===== src/rtl/vax_branch_target_scanner_unit_defines.svh =====
// Assertion macros shared by the branch target scanner RTL.
// No dependencies; included by modules that carry concurrent checks.
`ifndef VAX_BRANCH_TARGET_SCANNER_UNIT_DEFINES_SVH
`define VAX_BRANCH_TARGET_SCANNER_UNIT_DEFINES_SVH

// same-cycle implication
`define VBTS_ASSERT_NOW(lbl, pre, post, msg) \
    lbl: assert property (@(posedge clk) disable iff (!rst_n) (pre) |-> (post)) \
        else $error(msg);

// next-cycle implication
`define VBTS_ASSERT_NEXT(lbl, pre, post, msg) \
    lbl: assert property (@(posedge clk) disable iff (!rst_n) (pre) |=> (post)) \
        else $error(msg);

`endif


===== src/rtl/vbts_pkg.sv =====
// Types, codes and the opcode ROM of the VAX branch target scanner.
// No dependencies.
package vbts_pkg;

    localparam int ADDR_WIDTH_DEF = 32;
    localparam int REC_FIFO_DEPTH = 4;
    localparam int CFG_IDX_W      = 2;

    localparam logic [CFG_IDX_W-1:0] REG_REPORT_CALLS    = 2'd0;
    localparam logic [CFG_IDX_W-1:0] REG_REPORT_BRANCHES = 2'd1;

    // opcode class, bit 2 marks "last operand is a branch displacement"
    localparam logic [2:0] K_B  = 3'd0;
    localparam logic [2:0] K_C  = 3'd1;
    localparam logic [2:0] K_R  = 3'd2;
    localparam logic [2:0] K_O  = 3'd3;
    localparam logic [2:0] K_BD = 3'd4;

    localparam logic [1:0] CLS_B = 2'd0;
    localparam logic [1:0] CLS_C = 2'd1;
    localparam logic [1:0] CLS_R = 2'd2;

    localparam logic [1:0] REC_BRANCH = 2'd0;
    localparam logic [1:0] REC_CALL   = 2'd1;
    localparam logic [1:0] REC_END    = 2'd2;

    localparam logic [1:0] ST_OK         = 2'd0;
    localparam logic [1:0] ST_CASE_LIMIT = 2'd1;
    localparam logic [1:0] ST_TRUNC      = 2'd2;

    // operand kinds: general specifier by size, branch displacement, case table
    typedef enum logic [3:0] {
        NO, GB, GW, GL, GF, GQ, BRB, BRW, CSW
    } op_t;

    typedef enum logic [1:0] {
        PH_OPCODE, PH_SPEC, PH_EXT, PH_CASE
    } phase_t;

    typedef enum logic [1:0] {
        XK_SKIP, XK_IMM, XK_REL
    } xk_t;

    typedef struct packed {
        logic [2:0]    kind;
        op_t [5:0]     ops;
    } rom_ent_t;

    typedef struct packed {
        logic [7:0]  code_byte;
        logic        first_byte;
        logic [31:0] region_addr;
        logic        last_byte;
    } in_beat_t;

    typedef struct packed {
        logic [1:0]  record_kind;
        logic [31:0] instr_addr;
        logic [31:0] target_addr;
        logic [1:0]  status;
        logic        last_of_run;
    } rec_t;

    typedef struct packed {
        logic v0;
        rec_t r0;
        logic v1;
        rec_t r1;
    } push_t;

    typedef struct packed {
        logic report_calls;
        logic report_branches;
    } cfg_t;

    function automatic rom_ent_t mk(input logic [2:0] k, input op_t o0, input op_t o1,
                                    input op_t o2, input op_t o3, input op_t o4,
                                    input op_t o5);
        rom_ent_t e;
        e.kind   = k;
        e.ops[0] = o0;
        e.ops[1] = o1;
        e.ops[2] = o2;
        e.ops[3] = o3;
        e.ops[4] = o4;
        e.ops[5] = o5;
        return e;
    endfunction

    function automatic rom_ent_t opcode_rom(input logic [7:0] opc);
        rom_ent_t e;
        case (opc)
            8'h02, 8'h04, 8'h05: e = mk(K_R, NO, NO, NO, NO, NO, NO);
            8'h08, 8'h09, 8'h20, 8'h22, 8'h37, 8'h39:
                e = mk(K_O, GW, GB, GW, GB, NO, NO);
            8'h0a: e = mk(K_O, GL, GL, GL, GL, GL, GL);
            8'h0b: e = mk(K_O, GB, GL, GW, GB, NO, NO);
            8'h0c, 8'h0d, 8'h3a, 8'h3b: e = mk(K_O, GB, GW, GB, NO, NO, NO);
            8'h0e: e = mk(K_O, GB, GB, NO, NO, NO, NO);
            8'h0f, 8'h98, 8'h9a, 8'h9e: e = mk(K_O, GB, GL, NO, NO, NO, NO);
            8'h10, 8'h11, 8'h12, 8'h13, 8'h14, 8'h15, 8'h18, 8'h19, 8'h1a, 8'h1b,
            8'h1c, 8'h1d, 8'h1e, 8'h1f:
                e = mk(K_BD, BRB, NO, NO, NO, NO, NO);
            8'h16: e = mk(K_C, GB, NO, NO, NO, NO, NO);
            8'h17: e = mk(K_B, GB, NO, NO, NO, NO, NO);
            8'h21, 8'h23, 8'h25, 8'h27: e = mk(K_O, GW, GB, GW, GB, GW, GB);
            8'h24, 8'h26, 8'h2c, 8'h2d: e = mk(K_O, GW, GB, GB, GW, GB, NO);
            8'h28, 8'h29, 8'h34, 8'h35: e = mk(K_O, GW, GB, GB, NO, NO, NO);
            8'h2a, 8'h2b, 8'h38: e = mk(K_O, GW, GB, GB, GB, NO, NO);
            8'h2e, 8'h2f: e = mk(K_O, GW, GB, GB, GB, GW, GB);
            8'h30, 8'h31: e = mk(K_BD, BRW, NO, NO, NO, NO, NO);
            8'h32, 8'h3c, 8'h3e: e = mk(K_O, GW, GL, NO, NO, NO, NO);
            8'h33: e = mk(K_O, GW, GB, NO, NO, NO, NO);
            8'h99, 8'h9b: e = mk(K_O, GB, GW, NO, NO, NO, NO);
            8'h36: e = mk(K_O, GW, GB, GL, NO, NO, NO);
            8'h3d: e = mk(K_BD, GW, GW, GW, BRW, NO, NO);
            8'h3f, 8'hb4, 8'hb5, 8'hb6, 8'hb7, 8'hb8, 8'hb9, 8'hba, 8'hbb, 8'hbc,
            8'hbd, 8'hbe, 8'hbf:
                e = mk(K_O, GW, NO, NO, NO, NO, NO);
            8'h40, 8'h42, 8'h44, 8'h46, 8'h50, 8'h51, 8'h52:
                e = mk(K_O, GF, GF, NO, NO, NO, NO);
            8'h41, 8'h43, 8'h45, 8'h47: e = mk(K_O, GF, GF, GF, NO, NO, NO);
            8'h48: e = mk(K_O, GF, GB, NO, NO, NO, NO);
            8'h49: e = mk(K_O, GF, GW, NO, NO, NO, NO);
            8'h4a, 8'h4b: e = mk(K_O, GF, GL, NO, NO, NO, NO);
            8'h4c: e = mk(K_O, GB, GF, NO, NO, NO, NO);
            8'h4d: e = mk(K_O, GW, GF, NO, NO, NO, NO);
            8'h4e: e = mk(K_O, GL, GF, NO, NO, NO, NO);
            8'h4f: e = mk(K_BD, GF, GF, GF, BRW, NO, NO);
            8'h53: e = mk(K_O, GF, NO, NO, NO, NO, NO);
            8'h54: e = mk(K_O, GF, GB, GF, GL, GF, NO);
            8'h55: e = mk(K_O, GF, GW, GB, NO, NO, NO);
            8'h56: e = mk(K_O, GF, GQ, NO, NO, NO, NO);
            8'h58, 8'ha0, 8'ha2, 8'ha4, 8'ha6, 8'ha8, 8'haa, 8'hac, 8'hae,
            8'hb0, 8'hb1, 8'hb2, 8'hb3:
                e = mk(K_O, GW, GW, NO, NO, NO, NO);
            8'h60, 8'h62, 8'h64, 8'h66, 8'h70, 8'h71, 8'h72, 8'h7d:
                e = mk(K_O, GQ, GQ, NO, NO, NO, NO);
            8'h61, 8'h63, 8'h65, 8'h67: e = mk(K_O, GQ, GQ, GQ, NO, NO, NO);
            8'h68: e = mk(K_O, GQ, GB, NO, NO, NO, NO);
            8'h69: e = mk(K_O, GQ, GW, NO, NO, NO, NO);
            8'h6a, 8'h6b, 8'h7e: e = mk(K_O, GQ, GL, NO, NO, NO, NO);
            8'h6c: e = mk(K_O, GB, GQ, NO, NO, NO, NO);
            8'h6d: e = mk(K_O, GW, GQ, NO, NO, NO, NO);
            8'h6e: e = mk(K_O, GL, GQ, NO, NO, NO, NO);
            8'h6f: e = mk(K_BD, GQ, GQ, GQ, BRW, NO, NO);
            8'h73, 8'h7c, 8'h7f: e = mk(K_O, GQ, NO, NO, NO, NO, NO);
            8'h74: e = mk(K_O, GQ, GB, GQ, GL, GQ, NO);
            8'h75: e = mk(K_O, GQ, GW, GB, NO, NO, NO);
            8'h76: e = mk(K_O, GQ, GF, NO, NO, NO, NO);
            8'h78, 8'h9c: e = mk(K_O, GB, GL, GL, NO, NO, NO);
            8'h79: e = mk(K_O, GB, GQ, GQ, NO, NO, NO);
            8'h7a: e = mk(K_O, GL, GL, GL, GQ, NO, NO);
            8'h7b: e = mk(K_O, GL, GQ, GL, GL, NO, NO);
            8'h80, 8'h82, 8'h84, 8'h86, 8'h88, 8'h8a, 8'h8c, 8'h8e, 8'h90, 8'h91,
            8'h92, 8'h93:
                e = mk(K_O, GB, GB, NO, NO, NO, NO);
            8'h81, 8'h83, 8'h85, 8'h87, 8'h89, 8'h8b, 8'h8d:
                e = mk(K_O, GB, GB, GB, NO, NO, NO);
            8'h8f: e = mk(K_B, GB, GB, GB, CSW, NO, NO);
            8'h94, 8'h95, 8'h96, 8'h97, 8'h9f: e = mk(K_O, GB, NO, NO, NO, NO, NO);
            8'h9d: e = mk(K_BD, GB, GB, GB, BRW, NO, NO);
            8'ha1, 8'ha3, 8'ha5, 8'ha7, 8'ha9, 8'hab, 8'had:
                e = mk(K_O, GW, GW, GW, NO, NO, NO);
            8'haf: e = mk(K_B, GW, GW, GW, CSW, NO, NO);
            8'hc0, 8'hc2, 8'hc4, 8'hc6, 8'hc8, 8'hca, 8'hcc, 8'hce, 8'hd0, 8'hd1,
            8'hd2, 8'hd3, 8'hd8, 8'hd9, 8'hda, 8'hdb, 8'hde:
                e = mk(K_O, GL, GL, NO, NO, NO, NO);
            8'hc1, 8'hc3, 8'hc5, 8'hc7, 8'hc9, 8'hcb, 8'hcd:
                e = mk(K_O, GL, GL, GL, NO, NO, NO);
            8'hcf: e = mk(K_B, GL, GL, GL, CSW, NO, NO);
            8'hd4, 8'hd5, 8'hd6, 8'hd7, 8'hdc, 8'hdd, 8'hdf:
                e = mk(K_O, GL, NO, NO, NO, NO, NO);
            8'he0, 8'he1, 8'he2, 8'he3, 8'he4, 8'he5, 8'he6, 8'he7:
                e = mk(K_BD, GL, GB, BRB, NO, NO, NO);
            8'he8, 8'he9: e = mk(K_BD, GL, BRB, NO, NO, NO, NO);
            8'hea, 8'heb, 8'hec, 8'hed, 8'hee, 8'hef:
                e = mk(K_O, GL, GB, GB, GL, NO, NO);
            8'hf0: e = mk(K_O, GL, GL, GB, GB, NO, NO);
            8'hf1: e = mk(K_BD, GL, GL, GL, BRW, NO, NO);
            8'hf2, 8'hf3: e = mk(K_BD, GL, GL, BRB, NO, NO, NO);
            8'hf4, 8'hf5: e = mk(K_BD, GL, BRB, NO, NO, NO, NO);
            8'hf6: e = mk(K_O, GL, GB, NO, NO, NO, NO);
            8'hf7: e = mk(K_O, GL, GW, NO, NO, NO, NO);
            8'hf8: e = mk(K_O, GB, GW, GB, GB, GW, GB);
            8'hf9: e = mk(K_O, GL, GW, GB, NO, NO, NO);
            8'hfa: e = mk(K_C, GB, GB, NO, NO, NO, NO);
            8'hfb: e = mk(K_C, GL, GB, NO, NO, NO, NO);
            default: e = mk(K_O, NO, NO, NO, NO, NO, NO);
        endcase
        return e;
    endfunction

endpackage


===== src/rtl/vbts_rec_fifo.sv =====
// Small record queue: up to two pushes and one pop per cycle.
// Depends on vbts_pkg.
module vbts_rec_fifo
    import vbts_pkg::*;
(
    input  logic  clk,
    input  logic  rst_n,
    input  push_t push,
    output logic  room,
    output logic  out_valid,
    input  logic  out_ready,
    output rec_t  out_rec
);

    localparam int PW = $clog2(REC_FIFO_DEPTH);

    rec_t          mem [REC_FIFO_DEPTH];
    logic [PW-1:0] wr_reg, wr_next;
    logic [PW-1:0] rd_reg, rd_next;
    logic [PW:0]   cnt_reg, cnt_next;
    logic          pop;
    logic [PW:0]   npush;

    assign out_valid = (cnt_reg != '0);
    assign out_rec   = mem[rd_reg];
    assign pop       = out_valid && out_ready;
    assign room      = (cnt_reg <= (PW+1)'(REC_FIFO_DEPTH - 2));
    assign npush     = (PW+1)'(push.v0) + (PW+1)'(push.v1);

    always_comb
    begin
        wr_next  = wr_reg + PW'(npush);
        rd_next  = rd_reg + PW'(pop);
        cnt_next = cnt_reg + npush - (PW+1)'(pop);
    end

    always_ff @(posedge clk or negedge rst_n)
    begin
        if (!rst_n)
        begin
            wr_reg  <= '0;
            rd_reg  <= '0;
            cnt_reg <= '0;
        end
        else
        begin
            wr_reg  <= wr_next;
            rd_reg  <= rd_next;
            cnt_reg <= cnt_next;
        end
    end

    always_ff @(posedge clk)
    begin
        if (push.v0)
        begin
            mem[wr_reg] <= push.r0;
            if (push.v1)
            begin
                mem[wr_reg + PW'(1)] <= push.r1;
            end
        end
        else if (push.v1)
        begin
            mem[wr_reg] <= push.r1;
        end
    end

endmodule


===== config.mk =====
export PLATFORM = sky130hd
export DESIGN_NAME = vbts_rec_fifo
export DESIGN_NICKNAME = d
export VERILOG_FILES = /design/src/rtl/vax_branch_target_scanner_unit_defines.svh /design/src/rtl/vbts_pkg.sv /design/src/rtl/vbts_rec_fifo.sv
export SDC_FILE = /design/constraint.sdc
export NUM_CORES = 1
export LEC_CHECK = 0
export BUFFER_PORTS_ARGS = -buffer_cell sky130_fd_sc_hd__buf_2
export CORE_ASPECT_RATIO = 0.6
export CORE_MARGIN = 5
export CORE_UTILIZATION = 55
export CTS_CLUSTER_DIAMETER = 40
export DETAILED_ROUTE_END_ITERATION = 6
export PLACE_DENSITY = 0.88
export REMOVE_ABC_BUFFERS = 1
export SLEW_MARGIN = 30
export SYNTH_ARGS = -nofsm -noshare
export SYNTH_HDL_FRONTEND = slang
export SYNTH_SLANG_ARGS = --single-unit

===== constraint.sdc =====
create_clock -name clk -period 8.81 [get_ports clk]
set_clock_uncertainty 0.05 [all_clocks]
set_input_delay 0.4405 -clock clk [delete_from_list [all_inputs] [get_ports clk]]
set_output_delay 0.4405 -clock clk [all_outputs]
set_load 0.005 [all_outputs]

* Word level (Yosys, flattened, before mapping) *
Memory sizes are Yosys's and may differ from the RTL's.
Cells that the tools add are included.

cells by class
  add/subtract/negate cells = 6
  reductions and logical operators = 2
  bitwise operators = 1
  $lt $le $gt $ge = 1
  muxes and demuxes = 8

operators by type and width
  operator                                              count
  two-way mux 69 bit                                    1
  two-way mux 1 bit                                     7
  adder 3 x 2 -> 3 bit                                  1
  <= comparator 3 x 2 -> 1 bit (second input constant)  1
  nonzero test 3 bit                                    1
  subtractor 3 x 1 -> 3 bit                             1
  adder 1 x 1 -> 2 bit                                  1
  adder 2 x 1 -> 2 bit                                  1
  adder 2 x 1 -> 2 bit (second input constant)          1
  adder 2 bit                                           1
  logical AND 1 bit                                     1
  bitwise OR 1 bit                                      1

word-level totals
  memories kept = 1
  output and inout port bits = 71
  bits in registers = 7
  RAM bits = 276

memory list
  memory  depth  bits a word  rd ports  clocked after Yosys merged registers in  wr ports  RTL line             RTL
  mem     4      69           1         0                                        2         vbts_rec_fifo.sv:17  rec_t mem [REC_FIFO_DEPTH];

* Longest topological paths before layout *
  depth in word-level cells = 4
  gate-level depth with buffers = 8
  depth with buffers taken out = 8

* Worst setup path after synthesis *
No wires, ideal clock.

  path type = input -> register
  start point = input port push[69] (netlist bit)
  end point = memory mem[3][0] (netlist bit) (enable)
  stages on the path = 7
  data required time = 8,158 ps
  buffers on the path = 4
  arrival time = 6,133 ps
  setup slack = 2,025 ps
  cell sequence = ha_1 -> buf_4 -> nand2b_1 -> buf_2 -> buf_6 -> buf_2 -> a21boi_0

RTL lines
  element          RTL line             RTL
  start, declared  vbts_rec_fifo.sv:8   input push_t push,
  end, declared    vbts_rec_fifo.sv:17

==> impl_metrics.py <==
metrics = {
    "yosys": {
        "synth_cells": 1054,
        "ys_async_sr_fraction": 0.0247,
        "synth_area_per_cell_um2": 14.3,
        "synth_area_leaders": "edfxtp_1 (55%), mux4_2 (10%), o221ai_1 (9.2%)",
        "synth-main-ff-cell": "edfxtp_1",
        "synth_edf_count": 276,
        "syn-cell-area_um2": 15000,
        "yosysSeqAreaShare": 0.563,
        "ys_types": 31,
        "yosysTopAreaCellShare": 0.551,
        "ys_ff_latch": 283,
        "synth.largest_area_cell": "edfxtp_1",
        "synth_warnings": 0,
    },
    "power_and_ir_drop": {
        "ir_worst_vdd_mv": 0.166,
        "power_density_nw_per_um2": 322,
        "power_mw": 5.52,
        "p_leak_nw": 5.84,
    },
    "clock_network": {
        "cts-buffers-inserted": 29,
        "cts_tree": "done",
        "clock-root-buffer": "clkbuf_16",
        "cts-resized-gates": 0,
        "cts_sinks": 283,
        "path_clk_slew_ns": 0.07,
        "worstSkewPairLatency_ns": 0.54,
        "cts_max_path_buffers": 3,
        "htreeDepth": 1,
    },
    "worst_hold_path": {
        "hold_class": "in -> reg",
    },
    "route": {
        "routedWlPerCell_um": 25.8,
        "first_iter_violations": 1645,
        "routed_wl_mm": 41.1,
        "via_per_inst": 6.87,
        "antenna_left": 0,
        "first_pass_iters": 7,
        "drc": 0,
        "vias": 10939,
    },
    "placement": {
        "preCtsSetupSlack_ns": 5.49,
        "gp_congestion": 0.790,
        "port_buffers": 213,
        "dpl.hpwl_mm": 24.6,
        "placed_cell_area_um2": 16200,
    },
    "timing": {
        "tightestPinTransition_ns": 0.967,
        "period_share": 0.401,
        "rsz0062_at_grt": "false",
        "max_freq_ghz": 0.283,
        "drv_slew": 0,
        "setup_viol": 0,
        "period_minus_slack_ns": 3.54,
        "finalHoldViolations": 0,
        "relSlewSlack": 0.355,
        "timing.final.ws_setup_ns": 5.27,
    },
    "grt": {
        "grt_max_degree": 105,
        "grt.total_usage": 0.259,
        "antenna_found_initial": 7,
        "grt_pass1_wl_mm": 64.1,
        "grt-ovfl-total": 0,
        "grt_pass1_vias": 11141,
    },
    "worst_setup_path": {
        "end_kind": "output port",
        "cpLargestDelayFamily": "buffers and inverters",
        "crit_required_ns": 8.32,
        "crit_slowest_cell": "dfrtp_4",
        "path_cells": "buf_4, mux4_2, buf_2",
        "arrival_ns": 3.04,
        "path_max_fanout": 40,
        "crit_type": "reg -> out",
        "crit_path_max_incr_delay_ns": 0.85,
        "crit_path_start_kind": "flip-flop",
        "crit_buf_inv": 2,
    },
    "floorplan": {
        "fp.dieW_um": 223,
        "design.die.area_um2": 30800,
        "rows": 46,
        "start_util": 0.564,
        "die_height_um": 138,
        "core-area_um2": 26600,
        "num_io_pins": 214,
    },
    "status": {
        "status": "finished, final reports clean",
    },
    "final_layout": {
        "largest_register_ffs": 276,
        "final_area_um2": 17200,
        "syn_to_final_growth_pct": 14.3,
        "fillers": 1872,
        "layout-drive-gt1-share": 0.331,
        "final_net_count": 1356,
    },
    "flow_run": {
        "max_cap_violations": 0,
    },
}
-- worst register-to-register path, cell delays in order, from the launching register on --
cell and delay, ns:
dfrtp_4 0.89, and3_4 0.98, or2_4 0.62, buf_12 0.32
-- cell usage after synthesis, types with 4 or more instances --
library cell  number
buf_1              4
buf_2             51
buf_4             20
buf_6              6
clkbuf_1          30
dfrtp_1            7
edfxtp_1         276
ha_1               6
inv_1              6
mux4_2            69
nand2_1          139
nand2b_1         140
o221ai_1         158
o221ai_2          49
o2bb2ai_1         69
xnor2_1            6
-- cells by family (layout without fill, tap and decap cells) --
logic type               Yosys count  after routing  share of synthesized area
XOR/XNOR                           7              7                    0.00408
AND/OR/NAND/NOR                  288            288                     0.0971
AO/OA/AOI/OAI                    283            283                      0.185
flip-flops                       283            283                      0.563
other                              0              4                          0
multiplexers                      69             69                      0.103
buffers and inverters            117            291                     0.0415
adder cells (fa/ha/maj)            7              7                    0.00633
-- layout make-up --
cell class              count  area (um^2)  share of cell area
diodes                      4         10.0            0.000583
multi-input cells         654         6030               0.351
flip-flops and latches    283         8470               0.493
clock buffers              35          748              0.0436
inverters                   6         22.5             0.00131
repair buffers            232         1290              0.0753
clock inverters            18          148             0.00860
well taps                 360          450              0.0262
-- metrics by stage --
step | hold WS, ns | util | instances | TNS [ns]
finish | 0.172 | 0.645 | 1592 | 0
global route | 0.157 | 0.645 | 1592 | 0
CTS | 0.152 | 0.643 | 1587 | 0
detailed placement | 0.241 | 0.609 | 1533 | 0
global placement | 0.236 | 0.605 | 1528 | 0
floorplan | 0.0949 | - | 943 | -28.30
-- final timing paths --
check                      startpoint  cells after the start          end  slack, ns
max                         rd_reg[0]                      3  out_rec[35]       5.27
max in group asynchronous       rst_n                      2    rd_reg[0]       8.31
min reg2reg                cnt_reg[2]                      1   cnt_reg[2]       0.50
max reg2reg                 wr_reg[1]                      3   mem[0][66]       5.59
min                          push[52]                      2   mem[0][52]       0.17
min in group asynchronous       rst_n                      2   cnt_reg[0]       0.21
-- layout by cell type, fill, tap and decap left out, types with 2 or more instances in the layout --
master      synthesis  layout
diode_2             0       4
clkbuf_16           0      29
buf_12              0       6
ha_1                6       5
buf_4              20      10
dfrtp_1             7       4
xnor2_1             6       6
inv_6               0       2
clkinv_2            0       3
clkinv_1            0       4
inv_8               0       2
clkbuf_1           30       6
o221ai_1          158     158
inv_1               6       6
edfxtp_1          276     276
o2bb2ai_1          69      69
clkinv_4            0       2
buf_6               6       2
nand2_1           139     138
o221ai_2           49      49
dfrtp_4             0       3
nand2b_1          140     139
buf_2              51     213
nor2_1              2       2
clkinvlp_4          0       4
mux4_2             69      69
-- report_power, final --
part / switching [mW] / total, mW / internal (mW)
clock: 0.529 / 1.17 / 0.643
combinational: 1.15 / 2.05 / 0.900
sequential: 0.234 / 2.30 / 2.07
total: 1.92 / 5.52 / 3.61
-- layer usage --
layer	up-vias	share of wire	track usage
met2	797	0.47	0.413
met3	110	0.13	0.0468
met4	8	0.025	0.0783
met5	-	0.0016	0
li1	4700	-	-
met1	5324	0.37	0.370
-- repair_timing --
| item | 4_1_cts | 5_1_grt |
|---|---|---|
| setup buffers | 0 | 0 |
| hold endpoints to repair | 7 | 0 |
| hold buffers | 1 | 0 |
No activity file was read; power rests on OpenSTA's default activity.
